### src/sv/gregorian_date_add_days_assert.svh
// ----------------------------------------------------------------------------
// Gregorian date adder assertion macros
// Shared property wrappers clocked on clk and disabled while rst_n is low.
// ----------------------------------------------------------------------------
`ifndef GREGORIAN_DATE_ADD_DAYS_ASSERT_SVH
`define GREGORIAN_DATE_ADD_DAYS_ASSERT_SVH

// The consequent must hold in the same cycle as the antecedent.
`define GDA_ASSERT_IMPL(lbl, ante, cons, msg) \
  lbl: assert property (@(posedge clk) disable iff (!rst_n) (ante) |-> (cons)) \
    else $error(msg);

// The consequent must hold in the cycle after the antecedent.
`define GDA_ASSERT_NEXT(lbl, ante, cons, msg) \
  lbl: assert property (@(posedge clk) disable iff (!rst_n) (ante) |=> (cons)) \
    else $error(msg);

// The expression must never be true.
`define GDA_ASSERT_NEVER(lbl, expr, msg) \
  lbl: assert property (@(posedge clk) disable iff (!rst_n) !(expr)) \
    else $error(msg);

`endif

### src/sv/gda_pkg.sv
// ----------------------------------------------------------------------------
// Gregorian date adder package
// Field widths, calendar constants, month length lookup and the command and
// status bundles passed between controller and datapath.
// ----------------------------------------------------------------------------
package gda_pkg;

  localparam int MonthW = 4;
  localparam int DayW   = 5;
  localparam int YearW  = 14;
  localparam int DaysW  = 16;
  localparam int CentW  = 8;
  localparam int YicW   = 7;

  localparam logic [MonthW-1:0] JAN = 4'd1;
  localparam logic [MonthW-1:0] FEB = 4'd2;
  localparam logic [MonthW-1:0] DEC = 4'd12;
  localparam logic [DayW-1:0]   LAST_DAY_DEC = 5'd31;
  localparam logic [YearW-1:0]  MAX_YEAR = 14'd9999;
  localparam logic [YicW-1:0]   LAST_YIC = 7'd99;
  localparam logic [YicW-1:0]   CENTURY  = 7'd100;

  // year / 100 as (year * RECIP_100) >> RECIP_SHIFT, exact for any 14-bit year.
  localparam int RecipW      = 13;
  localparam int RECIP_SHIFT = 19;
  localparam logic [RecipW-1:0] RECIP_100 = 13'd5243;
  localparam int ProdW = YearW + RecipW;

  typedef struct packed {
    logic load;   // capture the incoming word
    logic split;  // derive year within century
    logic check;  // validate the starting date
    logic step;   // advance by one month or land in the current one
  } gda_cmd_t;

  typedef struct packed {
    logic bad;       // starting date was invalid
    logic rem_zero;  // no days left to add
  } gda_sts_t;

  typedef struct packed {
    logic [MonthW-1:0] month;
    logic [DayW-1:0]   day;
    logic [YearW-1:0]  year;
    logic              bad;
    logic              ovf;
  } gda_res_t;

  typedef enum logic [4:0] {
    ST_IDLE  = 5'b00001,
    ST_SPLIT = 5'b00010,
    ST_CHECK = 5'b00100,
    ST_WALK  = 5'b01000,
    ST_DONE  = 5'b10000
  } gda_state_t;

  // Days in a month; codes outside 1..12 give 31 and are rejected elsewhere.
  function automatic logic [DayW-1:0] month_len(input logic [MonthW-1:0] m,
                                                input logic leap);
    logic [DayW-1:0] len;
    case (m)
      FEB:                       len = leap ? 5'd29 : 5'd28;
      4'd4, 4'd6, 4'd9, 4'd11:   len = 5'd30;
      default:                   len = 5'd31;
    endcase
    return len;
  endfunction

endpackage

### src/sv/gda_ctrl.sv
// ----------------------------------------------------------------------------
// Gregorian date adder controller
// Sequences capture, century split, validation and the month walk.
// ----------------------------------------------------------------------------
module gda_ctrl import gda_pkg::*; (
  input  logic     clk,
  input  logic     rst_n,
  input  logic     in_valid,
  output logic     in_ready,
  input  logic     out_free,
  input  gda_sts_t sts,
  output gda_cmd_t cmd,
  output logic     emit
);

  gda_state_t state_r, state_nxt;

  assign in_ready = (state_r == ST_IDLE);

  always_comb begin
    state_nxt = state_r;
    cmd       = '0;
    emit      = 1'b0;
    unique case (state_r)
      ST_IDLE: begin
        if (in_valid) begin
          cmd.load  = 1'b1;
          state_nxt = ST_SPLIT;
        end
      end
      ST_SPLIT: begin
        cmd.split = 1'b1;
        state_nxt = ST_CHECK;
      end
      ST_CHECK: begin
        cmd.check = 1'b1;
        state_nxt = ST_WALK;
      end
      ST_WALK: begin
        if (sts.bad || sts.rem_zero) begin
          state_nxt = ST_DONE;
        end else begin
          cmd.step = 1'b1;
        end
      end
      ST_DONE: begin
        // Hand the result over once the output register has room.
        if (out_free) begin
          emit      = 1'b1;
          state_nxt = ST_IDLE;
        end
      end
      default: begin
        state_nxt = ST_IDLE;
      end
    endcase
  end

  always_ff @(posedge clk) begin
    if (!rst_n) begin
      state_r <= ST_IDLE;
    end else begin
      state_r <= state_nxt;
    end
  end

endmodule

### src/sv/gda_dp.sv
// ----------------------------------------------------------------------------
// Gregorian date adder datapath
// Holds the running date and day count and advances one month per step.
// ----------------------------------------------------------------------------
module gda_dp import gda_pkg::*; (
  input  logic              clk,
  input  gda_cmd_t          cmd,
  input  logic [MonthW-1:0] in_month,
  input  logic [DayW-1:0]   in_day,
  input  logic [YearW-1:0]  in_year,
  input  logic [DaysW-1:0]  in_days,
  output gda_sts_t          sts,
  output gda_res_t          res
);

  logic [MonthW-1:0] month_r;
  logic [DayW-1:0]   day_r;
  logic [YearW-1:0]  year_r;
  logic [DaysW-1:0]  rem_r;
  logic [CentW-1:0]  cent_r;
  logic [YicW-1:0]   yic_r;
  logic              bad_r;
  logic              ovf_r;

  logic [ProdW-1:0]  cent_prod;
  logic [YearW-1:0]  yic_diff;
  logic              leap;
  logic [DayW-1:0]   mlen;
  logic [DayW-1:0]   left;
  logic              date_bad;

  assign cent_prod = ProdW'(in_year) * ProdW'(RECIP_100);
  assign yic_diff  = year_r - YearW'(cent_r) * YearW'(CENTURY);

  // Leap: divisible by 4, and either not a century or a century divisible by 4.
  assign leap = (year_r[1:0] == 2'b00) && ((yic_r != '0) || (cent_r[1:0] == 2'b00));
  assign mlen = month_len(month_r, leap);
  assign left = mlen - day_r;

  assign date_bad = (month_r < JAN) || (month_r > DEC) || (year_r > MAX_YEAR) ||
                    (day_r == '0) || (day_r > mlen);

  always_ff @(posedge clk) begin
    if (cmd.load) begin
      month_r <= in_month;
      day_r   <= in_day;
      year_r  <= in_year;
      rem_r   <= in_days;
      cent_r  <= cent_prod[ProdW-1 -: CentW];
      bad_r   <= 1'b0;
      ovf_r   <= 1'b0;
    end
    if (cmd.split) begin
      yic_r <= yic_diff[YicW-1:0];
    end
    if (cmd.check) begin
      bad_r <= date_bad;
    end
    if (cmd.step) begin
      if (rem_r > DaysW'(left)) begin
        rem_r <= rem_r - DaysW'(left) - DaysW'(1);
        day_r <= DayW'(1);
        if (month_r == DEC) begin
          if (year_r == MAX_YEAR) begin
            // Walking past the last representable year clamps the result.
            ovf_r   <= 1'b1;
            rem_r   <= '0;
            day_r   <= LAST_DAY_DEC;
          end else begin
            month_r <= JAN;
            year_r  <= year_r + YearW'(1);
            if (yic_r == LAST_YIC) begin
              yic_r  <= '0;
              cent_r <= cent_r + CentW'(1);
            end else begin
              yic_r  <= yic_r + YicW'(1);
            end
          end
        end else begin
          month_r <= month_r + MonthW'(1);
        end
      end else begin
        day_r <= day_r + rem_r[DayW-1:0];
        rem_r <= '0;
      end
    end
  end

  assign sts.bad      = bad_r;
  assign sts.rem_zero = (rem_r == '0);

  assign res.month = month_r;
  assign res.day   = day_r;
  assign res.year  = year_r;
  assign res.bad   = bad_r;
  assign res.ovf   = ovf_r;

endmodule

### src/sv/gregorian_date_add_days.sv
// ----------------------------------------------------------------------------
// Gregorian date adder
// Adds a day count to a month/day/year date, one month per cycle.
// ----------------------------------------------------------------------------
//  Channel  Dir  Handshake           Contents
//  in_      in   in_tvalid/tready    start date and day count (one word)
//  out_     out  out_tvalid/tready   end date in tdata, flags in tuser
//
// A word passes through the split, check and walk states, then waits in the
// done state until emitted; the walk length is set by the single month-step
// loop in the datapath: every month boundary crossed takes a step, and so does
// the final landing in a month; the controller is idle once the result is valid.
// Items are handled one at a time; a new word is taken as soon as the
// controller is idle, even while the previous result waits in the output
// register. Reset is synchronous and active low and clears only control state.
// A stalled output holds the controller in its done state.
module gregorian_date_add_days import gda_pkg::*; (
  input  logic        clk,
  input  logic        rst_n,
  input  logic        in_tvalid,
  output logic        in_tready,
  // [3:0] start_month, [8:4] start_day, [22:9] start_year,
  // [38:23] days_to_add, [39] zero
  input  logic [39:0] in_tdata,
  output logic        out_tvalid,
  input  logic        out_tready,
  // [3:0] end_month, [8:4] end_day, [22:9] end_year, [23] zero
  output logic [23:0] out_tdata,
  // [0] bad_input, [1] year_overflow
  output logic [1:0]  out_tuser
);

`include "gregorian_date_add_days_assert.svh"

  gda_cmd_t cmd;
  gda_sts_t sts;
  gda_res_t res;
  logic     emit;
  logic     out_free;

  logic        out_valid_r;
  logic [23:0] out_data_r;
  logic [1:0]  out_user_r;

  assign out_free = !out_valid_r || out_tready;

  gda_ctrl u_ctrl (
    .clk      (clk),
    .rst_n    (rst_n),
    .in_valid (in_tvalid),
    .in_ready (in_tready),
    .out_free (out_free),
    .sts      (sts),
    .cmd      (cmd),
    .emit     (emit)
  );

  gda_dp u_dp (
    .clk      (clk),
    .cmd      (cmd),
    .in_month (in_tdata[3:0]),
    .in_day   (in_tdata[8:4]),
    .in_year  (in_tdata[22:9]),
    .in_days  (in_tdata[38:23]),
    .sts      (sts),
    .res      (res)
  );

  always_ff @(posedge clk) begin
    if (!rst_n) begin
      out_valid_r <= 1'b0;
    end else if (emit) begin
      out_valid_r <= 1'b1;
    end else if (out_tready) begin
      out_valid_r <= 1'b0;
    end
  end

  always_ff @(posedge clk) begin
    if (emit) begin
      out_data_r <= {1'b0, res.year, res.day, res.month};
      out_user_r <= {res.ovf, res.bad};
    end
  end

  assign out_tvalid = out_valid_r;
  assign out_tdata  = out_data_r;
  assign out_tuser  = out_user_r;

  `GDA_ASSERT_IMPL(a_emit_room, emit, out_free, "result emitted over an unread word")
  `GDA_ASSERT_NEXT(a_busy_after_accept, in_tvalid && in_tready, !in_tready,
                   "accepted while busy")
  `GDA_ASSERT_NEVER(a_flags_exclusive, out_tvalid && out_tuser[0] && out_tuser[1],
                    "both flags set")
  `GDA_ASSERT_IMPL(a_ovf_clamp, out_tvalid && out_tuser[1],
                   (out_tdata[3:0] == DEC) && (out_tdata[8:4] == LAST_DAY_DEC) &&
                   (out_tdata[22:9] == MAX_YEAR),
                   "overflow result not clamped")

endmodule
### config.mk
export PLATFORM = sky130hd
export DESIGN_NAME = gregorian_date_add_days
export DESIGN_NICKNAME = d
export VERILOG_FILES = /design/src/sv/gda_pkg.sv /design/src/sv/gda_ctrl.sv /design/src/sv/gda_dp.sv /design/src/sv/gregorian_date_add_days.sv
export VERILOG_INCLUDE_DIRS = /design/src /design/src/sv
export SDC_FILE = /design/constraint.sdc
export NUM_CORES = 1
export LEC_CHECK = 0
export BUFFER_PORTS_ARGS = -buffer_cell sky130_fd_sc_hd__buf_2
export CELL_PAD_IN_SITES_DETAIL_PLACEMENT = 2
export CELL_PAD_IN_SITES_GLOBAL_PLACEMENT = 2
export CORE_MARGIN = 4
export CORE_UTILIZATION = 43
export CTS_BUF_LIST = sky130_fd_sc_hd__clkbuf_4
export CTS_CLUSTER_SIZE = 16
export DETAILED_ROUTE_END_ITERATION = 8
export PLACE_DENSITY = 0.95
export SLEW_MARGIN = 5
export SYNTH_ARGS = -nofsm -noshare
export SYNTH_HDL_FRONTEND = slang
export SYNTH_SLANG_ARGS = --single-unit
### constraint.sdc
create_clock -name clk -period 9.2 [get_ports clk]
set_input_delay 1.84 -clock clk [delete_from_list [all_inputs] [get_ports clk]]
set_output_delay 1.84 -clock clk [all_outputs]
set_load 0.01 [all_outputs]
; Yosys cells after proc, flatten, opt, wreduce, memory -nomap -nowiden
; Cells that the tools add are included.
[classes]
add_sub_neg = 9
multipliers = 2
n_lt_le_gt_ge = 5
n_eq_ne = 16
mux = 55
reduce_logical = 19
[ops]
columns = operator, count
row1 = 16-bit 2-to-1 mux, 5
row2 = 14-bit 2-to-1 mux, 5
row3 = 8-bit 2-to-1 mux, 6
row4 = 7-bit 2-to-1 mux, 6
row5 = 5-bit 2-to-1 mux, 8
row6 = "14-bit by 13-bit multiplier with 27-bit output, second input constant", 1
row7 = 5-bit one-hot mux with 5 select lines, 1
row8 = 4-bit 2-to-1 mux, 5
row9 = 1-bit 2-to-1 mux, 18
row10 = 16-bit by 5-bit greater-than comparator with 1-bit output, 1
row11 = 16-bit zero test, 1
row12 = "16-bit by 1-bit subtractor with 16-bit output, second input constant", 1
row13 = 16-bit by 5-bit subtractor with 16-bit output, 1
row14 = "14-bit by 1-bit adder with 14-bit output, second input constant", 1
row15 = "14-bit equality test, second input constant", 1
row16 = "14-bit greater-than comparator, second input constant", 1
row17 = "4-bit equality test, second input constant", 3
row18 = 5-bit one-hot mux with 2 select lines, 1
row19 = "8-bit by 1-bit adder with 8-bit output, second input constant", 1
row20 = "4-bit by 3-bit equality test with 1-bit output, second input constant", 2
row21 = "8-bit by 5-bit multiplier with 5-bit output, second input constant", 1
row22 = "7-bit by 1-bit adder with 7-bit output, second input constant", 1
row23 = "7-bit equality test, second input constant", 1
row24 = 1-bit logical OR, 7
row25 = other kinds (23), 27
[totals]
register_bits = 87
in_bits = 44
out_inout_bits = 28
wordCells = 118

; Depth between registers and ports, before layout
; Gate-level depths: netlist of the first run.
[depth]
depth_word = 12
mapped_depth = 20
ltp_nobuf = 19

; Cells and area by module
; Synthesis of the first run repeated with hierarchy kept, for this count alone.
[unflattened]
cells_unflattened = 797
area_unflattened_um2 = 7952.6
[modules_own_cells]
columns = mod, instances, cells_per_inst, area_per_inst_um2, seq_area_each_um2
row1 = gda_dp, 1, 735, 6857.8, 1281.2
row2 = gregorian_date_add_days, 1, 31, 810.8, 770.7
row3 = gda_ctrl, 1, 31, 284.0, 100.1

; Worst setup path before layout of the first run
; Ideal clock, no wire load.
[synth_timing]
path_kind = input to register
startpoint = input in_tdata[19]
endpoint = register u_dp.cent_r[4]
t_arrival_ps = 5863
required_ps = 9114
path_slack_ps = 3251
cell_stages = 17
path_cell_list = fa_1 ha_1 inv_1 fa_1 inv_1 fa_1 inv_1 fa_1 inv_1 ha_1 a2111oi_0 o21ai_0 o21ai_0 o31ai_1 o41ai_1 xnor2_1 a211oi_1
[synth_via]
elab_chain_cells = 7
[synth_rtl]
columns = item, line_no
row1 = from (decl), gregorian_date_add_days.sv:24  ; input logic [39:0] in_tdata,
row2 = 14-bit by 13-bit multiplier with 27-bit output (*), gda_dp.sv:32  ; assign cent_prod = ProdW'(in_year) * ProdW'(RECIP_100);
row3 = 8-bit 2-to-1 mux (*), gda_dp.sv:44  ; if (cmd.load) begin
row4 = 8-bit 2-to-1 mux, gda_dp.sv:72  ; if (yic_r == LAST_YIC) begin
row5 = 8-bit 2-to-1 mux, gda_dp.sv:64  ; if (year_r == MAX_YEAR) begin
row6 = 8-bit 2-to-1 mux, gda_dp.sv:63  ; if (month_r == DEC) begin
row7 = 8-bit 2-to-1 mux, gda_dp.sv:60  ; if (rem_r > DaysW'(left)) begin
row8 = 8-bit 2-to-1 mux (*), gda_dp.sv:59  ; if (cmd.step) begin
row9 = to (signal assigned), gda_dp.sv:49  ; cent_r <= cent_prod[ProdW-1 -: CentW];
row10 = to (signal assigned), gda_dp.sv:74  ; cent_r <= cent_r + CentW'(1);
row11 = to (decl), gda_dp.sv:20  ; logic [CentW-1:0] cent_r;
; Every way passes the cells marked *; elsewhere a longest branch is shown, timed or not.
; A chain may end at the register's enable or synchronous reset.

; Worst setup path after layout of the first run
[layout_timing]
startpoint = input in_tdata[20]
endpoint = register u_dp.cent_r[2]
; Same word-level chain as after synthesis.

==> metrics, run 1 <==
EDFF count, synth=47; slowest CP cell=fa_1; Worst Setup End Kind=register; overall power=2.32 mW; max_cap viols=0; synthesized area=7900 um^2; TritonCTS Buffers=9; pre-CTS setup slack=2.24 ns; Syn Nets=1,043; Distinct cells, synth=68; htree depth=3; global-route usage over all layers=28.5%; vias per cell=5.94; hold_buf cts=0; type of origin of the critical path=primary input; Seq/Total Area, Yosys=27.2%; Routed Antenna Nets=0; setup slack after layout=2.64 ns; max incr delay on CP=0.55 ns; Final Max Slew Viols=0; worst-margin pin slew=0.990 ns; Data arrival, critical path=6.94 ns; WP buf/inv=5; Fillers=1,936; Leakage=4.08 nW; TritonCTS clock tree=built; VDD IR max=0.153 mV; Wirelength per Cell=25.4 um; Die H=144 um; root buffer cell=clkbuf_4; power per standard cell area=269 nW/um^2; core area=18,000 um^2; area of the multi-input gates=5110 um^2; vias in the first global route=7,746; fraction of layout cells with a size suffix above 1=11.4%; hpwl dp=22,400 um; CTS clock-pin slew for the worst setup and hold paths=0.15 ns; Final TNS setup=0 ns; fraction of registers with async set/reset=0%; top-area cell type share of the netlist area=18.0%; final cell count without fillers=1,121; Final setup viols=0; Avg Synthesized Cell Area=9.65 um^2; setup bufs post-CTS=0; initial DRC count=424; Worst Setup Path Type=in -> reg; maximum buffer depth of the clock tree=2; cell taking the most area after synthesis=ha_1; Crit path max-delay family=adder cells; Final Hold Viols=0; Clock Latency Late Sink=0.50 ns; synthesized flop and latch total=84; critical path, cell by cell=buf_2, fa_1, ha_1, inv_1, fa_1, inv_1, fa_1, inv_1, fa_1, inv_1, ha_1, a2111oi_0, o21ai_0, o21ai_0, o31ai_1, o31ai_1, xor2_1, o211ai_1; top_reg_cell synth=edfxtp_1; CP max FO=8; initial antenna violation count=1; die area=20,600 um^2; Hold Path Class=reg -> reg; WL final=28,500 um; Post-Layout Inst Area=8620 um^2; placed cells=1,104; Final #Nets=1,110; clk sinks=84; gpl congestion=0.843; I/O Pins=72; required time worst endpoint=9.58 ns; vias=6,655; TritonRoute pass-1 iters=5; min Tclk post-route=6.56 ns; row count=49; die width=144 um; FF/Latch Area=2150 um^2; global-route wire length before repair=44,600 um; GR Overflow Total=0; port buffer count=69; synth cell count leaders=148 x inv_1, 114 x ha_1, 66 x fa_1; final clock period utilization by the worst path=71.3%; Initial Utilization=43.8%; most common cell in the netlist=inv_1; Max Clk Rate=0.153 GHz; clock skew=0.0249 ns; relative slew slack=33.9%; Layout area overhead=9.06%; cts repair resizes=0; unrepaired setup endpoints after global routing=false; drc violations=0; Cell Area, Placed=8480 um^2; top post-synthesis cells by area=ha_1 18%, edfxtp_1 18%, fa_1 17%; Syn Inst Count=819; largest net degree at the start of global routing=27; Yosys Warn Count=0; status=complete, no violations
[report_power, final]
group / internal, mW / switching, mW
logic: 0.581 / 0.903
registers: 0.479 / 0.125
clock network: 0.0850 / 0.145
[cells by family after synthesis]
logic type                 share of synthesized area, %
and+or+nand+nor                                    12.1
adders and majority gates                          34.8
buffers and inverters                              8.19
AOI/OAI and AO/OA                                  13.1
DFF                                                27.2
xor gates and xnor gates                           4.10
muxes                                             0.380
other                                            0.0475
[per-stage QoR]
| stage | util [%] | hold WS [ns] |
|---|---|---|
| 2_1_floorplan | - | 0.406 |
| 3_3_place_gp | 47.0 | 0.432 |
| 3_5_place_dp | 47.0 | 0.436 |
| 4_1_cts | 47.8 | 0.491 |
| 5_1_grt | 47.8 | 0.515 |
| 6_report | 47.8 | 0.495 |
[per-layer routing]
layer | global-route usage, % | vias to the layer above | part of all wire [%]
met3 | 3.46 | 83 | 3.6
met4 | 14.1 | 0 | 5.0
met2 | 52.6 | 219 | 53
li1 | - | 2945 | -
met5 | 0 | - | 0
met1 | 32.4 | 3408 | 38
[worst paths after layout]
path / from / to / slack [ns] / depth (start not counted)
setup / recovery: in_tdata[20] / u_dp.cent_r[2]$_DFF_P_ / 2.64 / 18
setup reg to reg: u_dp.cent_r[1]$_DFF_P_ / u_dp.rem_r[3]$_DFFE_PP_ / 4.04 / 17
hold / removal: u_dp.ovf_r$_DFF_P_ / out_tuser[1]$_DFFE_PP_ / 0.50 / 0
hold reg to reg: u_dp.ovf_r$_DFF_P_ / out_tuser[1]$_DFFE_PP_ / 0.50 / 0
[flip-flops by register name, summed over array words and instances (netlist names), 2 cells and up]
name	flops
out_tdata	23
out_tuser	2
u_ctrl.state_r	5
u_dp.cent_r	5
u_dp.day_r	5
u_dp.month_r	4
u_dp.rem_r	16
u_dp.year_r	14
u_dp.yic_r	7
[final cells by class]
cell class                      count  share of cell area [%]
Antenna cell                        1                  0.0290
Clock buffer                       10                   0.871
Clock inverter                      6                   0.755
Inverter                          148                    6.45
Multi-Input combinational cell    570                    59.2
Sequential cell                    84                    25.0
Tap cell                          229                    3.32
Timing Repair Buffer               73                    4.36
[cells in the final DEF, fill, tap and decap left out, types with 4 or more instances in the layout]
cell type and n:
clkbuf_4 10, nand2_1 60, o221a_2 6, or3_1 4
dfxtp_1 37, nor4_1 5, nand4_1 7, nor2_1 48
o22ai_1 4, a21o_1 12, a21oi_1 35, inv_1 148
fa_1 66, nor2b_1 4, and3_1 13, buf_4 4
xor2_1 17, a31oi_1 6, nand3_1 27, nand2b_1 7
ha_1 114, xnor2_1 20, buf_2 69, o21a_1 8
nor3_1 7, o21ai_0 31, edfxtp_1 47, o31ai_1 5
[worst reg2reg max path: stages (launching register included)]
cell and delay (ns):
dfxtp_1 0.51, inv_1 0.14, ha_1 0.22, nor4b_1 0.37, nand2_1 0.14, nand2_1 0.14
a211oi_1 0.10, a21oi_1 0.14, ha_1 0.24, nand2b_1 0.14, nand3b_1 0.15, xnor2_1 0.26
ha_1 0.34, a2111oi_0 0.50, o21a_1 0.23, o21a_1 0.48, or3_1 0.55, o21ai_0 0.25
Power figures use the tool's default switching activity.
==> run 2, diff against run 1 <==
Settings changed: CORE_UTILIZATION 43 to 40, PLACE_DENSITY 0.95 to 0.94.
Clock period 9.2 ns to 6.1 ns, I/O delays scaled along.
==> metrics, run 2 (same netlist as run 1, synthesis figures left out) <==
htree depth=3 (unchanged); initial antenna violation count=3 (+2); Data arrival, critical path=6.14 ns (-0.80 ns); gpl congestion=0.827 (-1.9%); combinational share of power=62.4% (-1.6 points); vias=6,489 (-2.5%); Leakage=4.13 nW (+1.1%); vias per cell=5.58 (-5.9%); drc violations=0 (unchanged); FF/Latch Area=2150 um^2 (unchanged); maximum buffer depth of the clock tree=2 (unchanged); max_cap viols=0 (unchanged); setup bufs post-CTS=0 (unchanged); Wirelength per Cell=23.3 um (-8.2%); Final Util=44.9% (-2.9 points); Worst Setup Path Type=in -> reg; Layout area overhead=10.6%; pre-CTS setup slack=-0.0726 ns (-2.31 ns); CTS clock-pin slew for the worst setup and hold paths=0.15 ns (about the same); setup slack after layout=0.355 ns (-2.29 ns); status=complete, no violations; Clock Latency Late Sink=0.48 ns (-0.02 ns); fraction of layout cells with a size suffix above 1=11.8% (+0.40 points); area of the multi-input gates=5110 um^2 (unchanged); I/O Pins=72 (unchanged); global-route wire length before repair=42,400 um (-5.0%); TritonRoute pass-1 iters=6 (+1); TritonCTS clock tree=built; overall power=3.53 mW (+52%); hold_buf cts=0 (unchanged); largest net degree at the start of global routing=26 (-3.7%); Worst Setup End Kind=register; max reg flops=23 (unchanged); sw frac=48.6% (-2.0 points); power share of the clock group=12.0% (+2.1 points); Worst R2R Path Depth=17 (unchanged); Final setup viols=0 (unchanged); Max Clk Rate=0.174 GHz; Min-Delay Path Depth=0 (unchanged); CP max FO=7 (-1); die area=22,100 um^2 (+7.1%); worst-margin pin slew=0.998 ns (+0.00891 ns); hpwl dp=22,400 um (-0.13%); setup slack, reg-to-reg=0.92 ns (-3.12 ns); Pint=1.81 mW (+58%); Final #Nets=1,114 (+0.36%); final cell count without fillers=1,162 (+3.7%); most frequent cells in the layout=148 x inv_1, 114 x ha_1, 69 x buf_2; Hold Path Class=reg -> reg; WL final=27,100 um (-4.9%); cts repair resizes=0 (unchanged); unrepaired setup endpoints after global routing=false; Fillers=2,087 (+7.8%); required time worst endpoint=6.49 ns (-3.09 ns); GR Overflow Total=0 (unchanged); min Tclk post-route=5.74 ns; VDD IR max=0.184 mV (+20%); Die H=149 um (+3.5%); power share of the sequential group=25.6% (-0.5 points); initial DRC count=337 (-21%); row count=51 (+4.1%); global-route usage over all layers=25.1% (-3.5 points); vias in the first global route=7,643 (-1.3%); Final Max Slew Viols=0 (unchanged); port buffer count=69 (unchanged); type of origin of the critical path=primary input; core area=19,500 um^2 (+8.0%); clk sinks=84 (unchanged); root buffer cell=clkbuf_4; clock skew=0.0320 ns (+0.00704 ns); die width=149 um (+3.5%); relative slew slack=33.3% (-0.60 points); final clock period utilization by the worst path=94.2%; TritonCTS Buffers=9 (unchanged); Final Hold Viols=0 (unchanged); Routed Antenna Nets=0 (unchanged); placed cells=1,144 (+3.6%); power per standard cell area=404 nW/um^2 (+50%); commonest non-fill, non-tap cell in the layout=inv_1; Initial Utilization=40.6% (-3.2 points); Net Sw Power=1.71 mW (+46%)
## run 2: routing by layer
metal | up-vias | wire length, um | track usage, %
met1 | 3279 | 10500 | 28.3
met4 | 2 | 1350 | 12.8
met3 | 81 | 864 | 2.89
li1 | 2949 | - | -
met2 | 178 | 14300 | 46.4
met5 | - | 13 | 0
## run 2: area by class of cell
type                    instances  area share (%)
multi-input cells             570            58.4
well taps                     265            3.79
diodes                          2          0.0573
inverters                     148            6.36
flip-flops and latches         84            24.6
clock buffers                   9           0.773
clock inverters                 7            1.32
repair buffers                 77            4.64
## run 2: critical path, stage by stage
cell       delay [ns]
buf_2            0.19
fa_1             0.53
ha_1             0.31
inv_1            0.05
fa_1             0.49
inv_1            0.07
fa_1             0.57
inv_1            0.07
fa_1             0.54
inv_1            0.04
ha_1             0.34
a2111oi_0        0.44
o21ai_0          0.16
o21ai_0          0.12
o31ai_1          0.20
o41ai_1          0.41
xnor2_1          0.14
a211oi_1         0.23
## run 2: metrics by stage
step / area [um^2] / TNS (ns) / hold slack, ns
floorplan: 7900 / 0 / 0.406
global placement: 8550 / 0 / 0.432
detailed placement: 8550 / -0.117 / 0.441
CTS: 8730 / 0 / 0.493
global route: 8740 / 0 / 0.505
finish: 8740 / 0 / 0.491
## run 2: final timing paths
| path | from | endpoint |
|---|---|---|
| worst max-delay path | in_tdata[19] | u_dp.cent_r[4]$_DFF_P_ |
| worst min-delay path | u_dp.bad_r$_SDFFCE_PN0P_ | out_tuser[0]$_DFFE_PP_ |
| worst max register to register | u_dp.cent_r[0]$_DFF_P_ | u_dp.rem_r[7]$_DFFE_PP_ |
| worst min register to register | u_dp.bad_r$_SDFFCE_PN0P_ | out_tuser[0]$_DFFE_PP_ |
## run 2: power by group through the flow
stage                     sequential, mW  clock [mW]  combinational (mW)
after floorplan                    0.833           0                1.46
after global placement             0.892           0                1.85
after detailed placement           0.910           0                2.17
after CTS                          0.899       0.429                2.20
after global routing               0.920       0.449                2.47
final                              0.902       0.424                2.20
==> run 3, diff against run 2 <==
--- a/config.mk
+++ b/config.mk
@@ -11,9 +11,9 @@
 export CELL_PAD_IN_SITES_GLOBAL_PLACEMENT = 2
 export CORE_MARGIN = 4
-export CORE_UTILIZATION = 40
+export CORE_UTILIZATION = 43
 export CTS_BUF_LIST = sky130_fd_sc_hd__clkbuf_4
 export CTS_CLUSTER_SIZE = 16
 export DETAILED_ROUTE_END_ITERATION = 8
-export PLACE_DENSITY = 0.94
+export PLACE_DENSITY = 0.95
 export SLEW_MARGIN = 5
 export SYNTH_ARGS = -nofsm -noshare
==> constraint.sdc (replaced) <==
create_clock -name clk -period 7.4 [get_ports clk]
set_input_delay 0.37 -clock clk [delete_from_list [all_inputs] [get_ports clk]]
set_output_delay 0.37 -clock clk [all_outputs]
set_load 0.01 [all_outputs]
==> metrics, run 3 (same netlist as run 1, synthesis figures left out) <==
status=complete, no violations; port buffer count=69 (unchanged); critical path, cell by cell=inv_1, ha_1, o21a_1, a211oi_1, a21oi_1, ha_1, fa_1, nand3_1, xnor2_1, ha_1, a2111oi_0, o21a_1, o21a_1, or3_1, o21ai_0; CP Capture Point=u_dp.rem_r[12]$_DFFE_PP_; Worst R2R Path Depth=15 (-2); vias in the first global route=7,885 (+3.2%); unrepaired setup endpoints after global routing=false; vias=6,755 (+4.1%); setup slack, reg-to-reg=2.23 ns (+1.31 ns); setup bufs post-CTS=0 (unchanged); TritonCTS clock tree=built; Worst Setup End Kind=register; clock skew=0.0305 ns (-0.00145 ns); root buffer cell=clkbuf_4; Min-Delay Path Depth=3 (+3); gpl congestion=0.833 (+0.68%); hold_buf cts=0 (unchanged); TritonRoute pass-1 iters=5 (-1); required time worst endpoint=7.64 ns (+1.15 ns); die width=144 um (-3.4%); max_cap viols=0 (unchanged); clk sinks=84 (unchanged); Initial Utilization=43.8% (+3.2 points); WP buf/inv=1 (-4); Max Clk Rate=0.193 GHz; Final #Nets=1,110 (-0.36%); row count=49 (-3.9%); Die H=144 um (-3.4%); area of the multi-input gates=5110 um^2 (unchanged); worst-margin pin slew=1.01 ns (+0.00959 ns); Wirelength per Cell=26.7 um (+15%); GR Overflow Total=0 (unchanged); Data arrival, critical path=5.41 ns (-0.73 ns); FF/Latch Area=2150 um^2 (unchanged); Final Hold Viols=0 (unchanged); commonest non-fill, non-tap cell in the layout=inv_1; vias per cell=6.03 (+7.9%); htree depth=3 (unchanged); Layout area overhead=9.12%; Worst Setup Path Type=reg -> reg; min Tclk post-route=5.17 ns; Crit path max-delay family=compound AO/OA/AOI/OAI gates; Cell Area, Placed=8480 um^2 (-0.88%); final cell count without fillers=1,121 (-3.5%); relative slew slack=32.6% (-0.64 points); most frequent cells in the layout=148 x inv_1, 114 x ha_1, 69 x buf_2; max reg flops=23 (unchanged); largest net degree at the start of global routing=28 (+7.7%); WP depth=15 (-3); hpwl dp=22,900 um (+2.3%); VDD IR max=0.272 mV (+48%); maximum buffer depth of the clock tree=2 (unchanged); initial antenna violation count=1 (-2); Final setup viols=0 (unchanged); type of origin of the critical path=register; Hold Path Class=in -> reg; TritonCTS Buffers=9 (unchanged); drc violations=0 (unchanged); Final Util=47.8% (+2.9 points); cts repair resizes=0 (unchanged); power per standard cell area=346 nW/um^2 (-14%); worst r2r dst=u_dp.rem_r[12]$_DFFE_PP_; Routed Antenna Nets=0 (unchanged); Fillers=1,940 (-7.0%); Worst R2R Start=u_dp.month_r[0]$_DFF_P_; die area=20,600 um^2 (-6.6%); CTS clock-pin slew for the worst setup and hold paths=0.17 ns (+0.02 ns); Final TNS setup=0 ns (unchanged); global-route usage over all layers=30.1% (+5.1 points); Clock Latency Late Sink=0.52 ns (+0.04 ns); CP max FO=15 (+8); max incr delay on CP=0.57 ns (about the same); Post-Layout Inst Area=8620 um^2 (-1.3%); placed cells=1,104 (-3.5%); core area=18,000 um^2 (-7.4%); Critical Path Source=u_dp.month_r[0]$_DFF_P_; fraction of layout cells with a size suffix above 1=11.6% (-0.28 points); WL final=30,000 um (+11%); Final Max Slew Viols=0 (unchanged); I/O Pins=72 (unchanged); overall power=2.98 mW (-15%); slowest CP cell=or3_1; initial DRC count=448 (+33%); final clock period utilization by the worst path=69.9%; global-route wire length before repair=46,500 um (+9.7%); Leakage=4.09 nW (-0.89%)
## run 3: changes by cell type in the layout (fill, tap and decap cells not counted), sizes merged
| cell | before | now |
|---|---|---|
| bufinv | 3 | 1 |
| diode | 2 | 1 |
| clkinv | 3 | 5 |
| buf | 77 | 73 |
## run 3: stage by stage
step	hold slack (ns)	setup WS, ns
floorplan	0.406	2.92
global placement	0.432	2.37
detailed placement	0.433	1.97
CTS	0.0743	2.26
global route	0.102	1.91
finish	0.116	2.23
## run 3: power breakdown
part           switching [mW]  leakage, nW  total [mW]  internal [mW]
Sequential              0.157        0.741       0.752          0.596
Clock                   0.195       0.0761       0.299          0.104
Combinational            1.19         3.28        1.93          0.736
Total                    1.54         4.09        2.98           1.44
## run 3: metal layers
layer  vias to the layer above  global-route usage [%]  share of wire [%]
met1                      3420                    33.2                 37
met3                       131                    4.59                4.2
met5                         -                       0                  0
met2                       263                    54.5                 52
met4                         0                    18.0                6.4
li1                       2941                       -                  -
## run 3: worst reg2reg max path, stage by stage, from the launching register on
cell       delay (ns)
dfxtp_1          0.53
inv_1            0.19
ha_1             0.33
o21a_1           0.24
a211oi_1         0.31
a21oi_1          0.11
ha_1             0.23
fa_1             0.42
nand3_1          0.12
xnor2_1          0.12
ha_1             0.28
a2111oi_0        0.44
o21a_1           0.24
o21a_1           0.48
or3_1            0.57
o21ai_0          0.30
## run 3: worst min path at each step
stage	start	endpoint	slack [ns]
finish	in_tdata[8]	u_dp.day_r[4]$_DFFE_PP_	0.12
CTS	in_tdata[2]	u_dp.month_r[2]$_DFF_P_	0.07
detailed placement	u_dp.ovf_r$_DFF_P_	out_tuser[1]$_DFFE_PP_	0.43
global placement	u_dp.bad_r$_SDFFCE_PN0P_	out_tuser[0]$_DFFE_PP_	0.43
floorplan	u_dp.year_r[6]$_DFF_P_	out_tdata[15]$_DFFE_PP_	0.41
global route	in_tdata[2]	u_dp.month_r[2]$_DFF_P_	0.10
## run 3: final cells by class
class | instances | share of cell area [%]
tap | 229 | 3.32
clock buffer | 9 | 0.784
inverter | 148 | 6.44
sequential | 84 | 25.0
clock inverter | 7 | 0.900
antenna | 1 | 0.0290
timing repair buffer | 73 | 4.35
multi-input combinational | 570 | 59.2
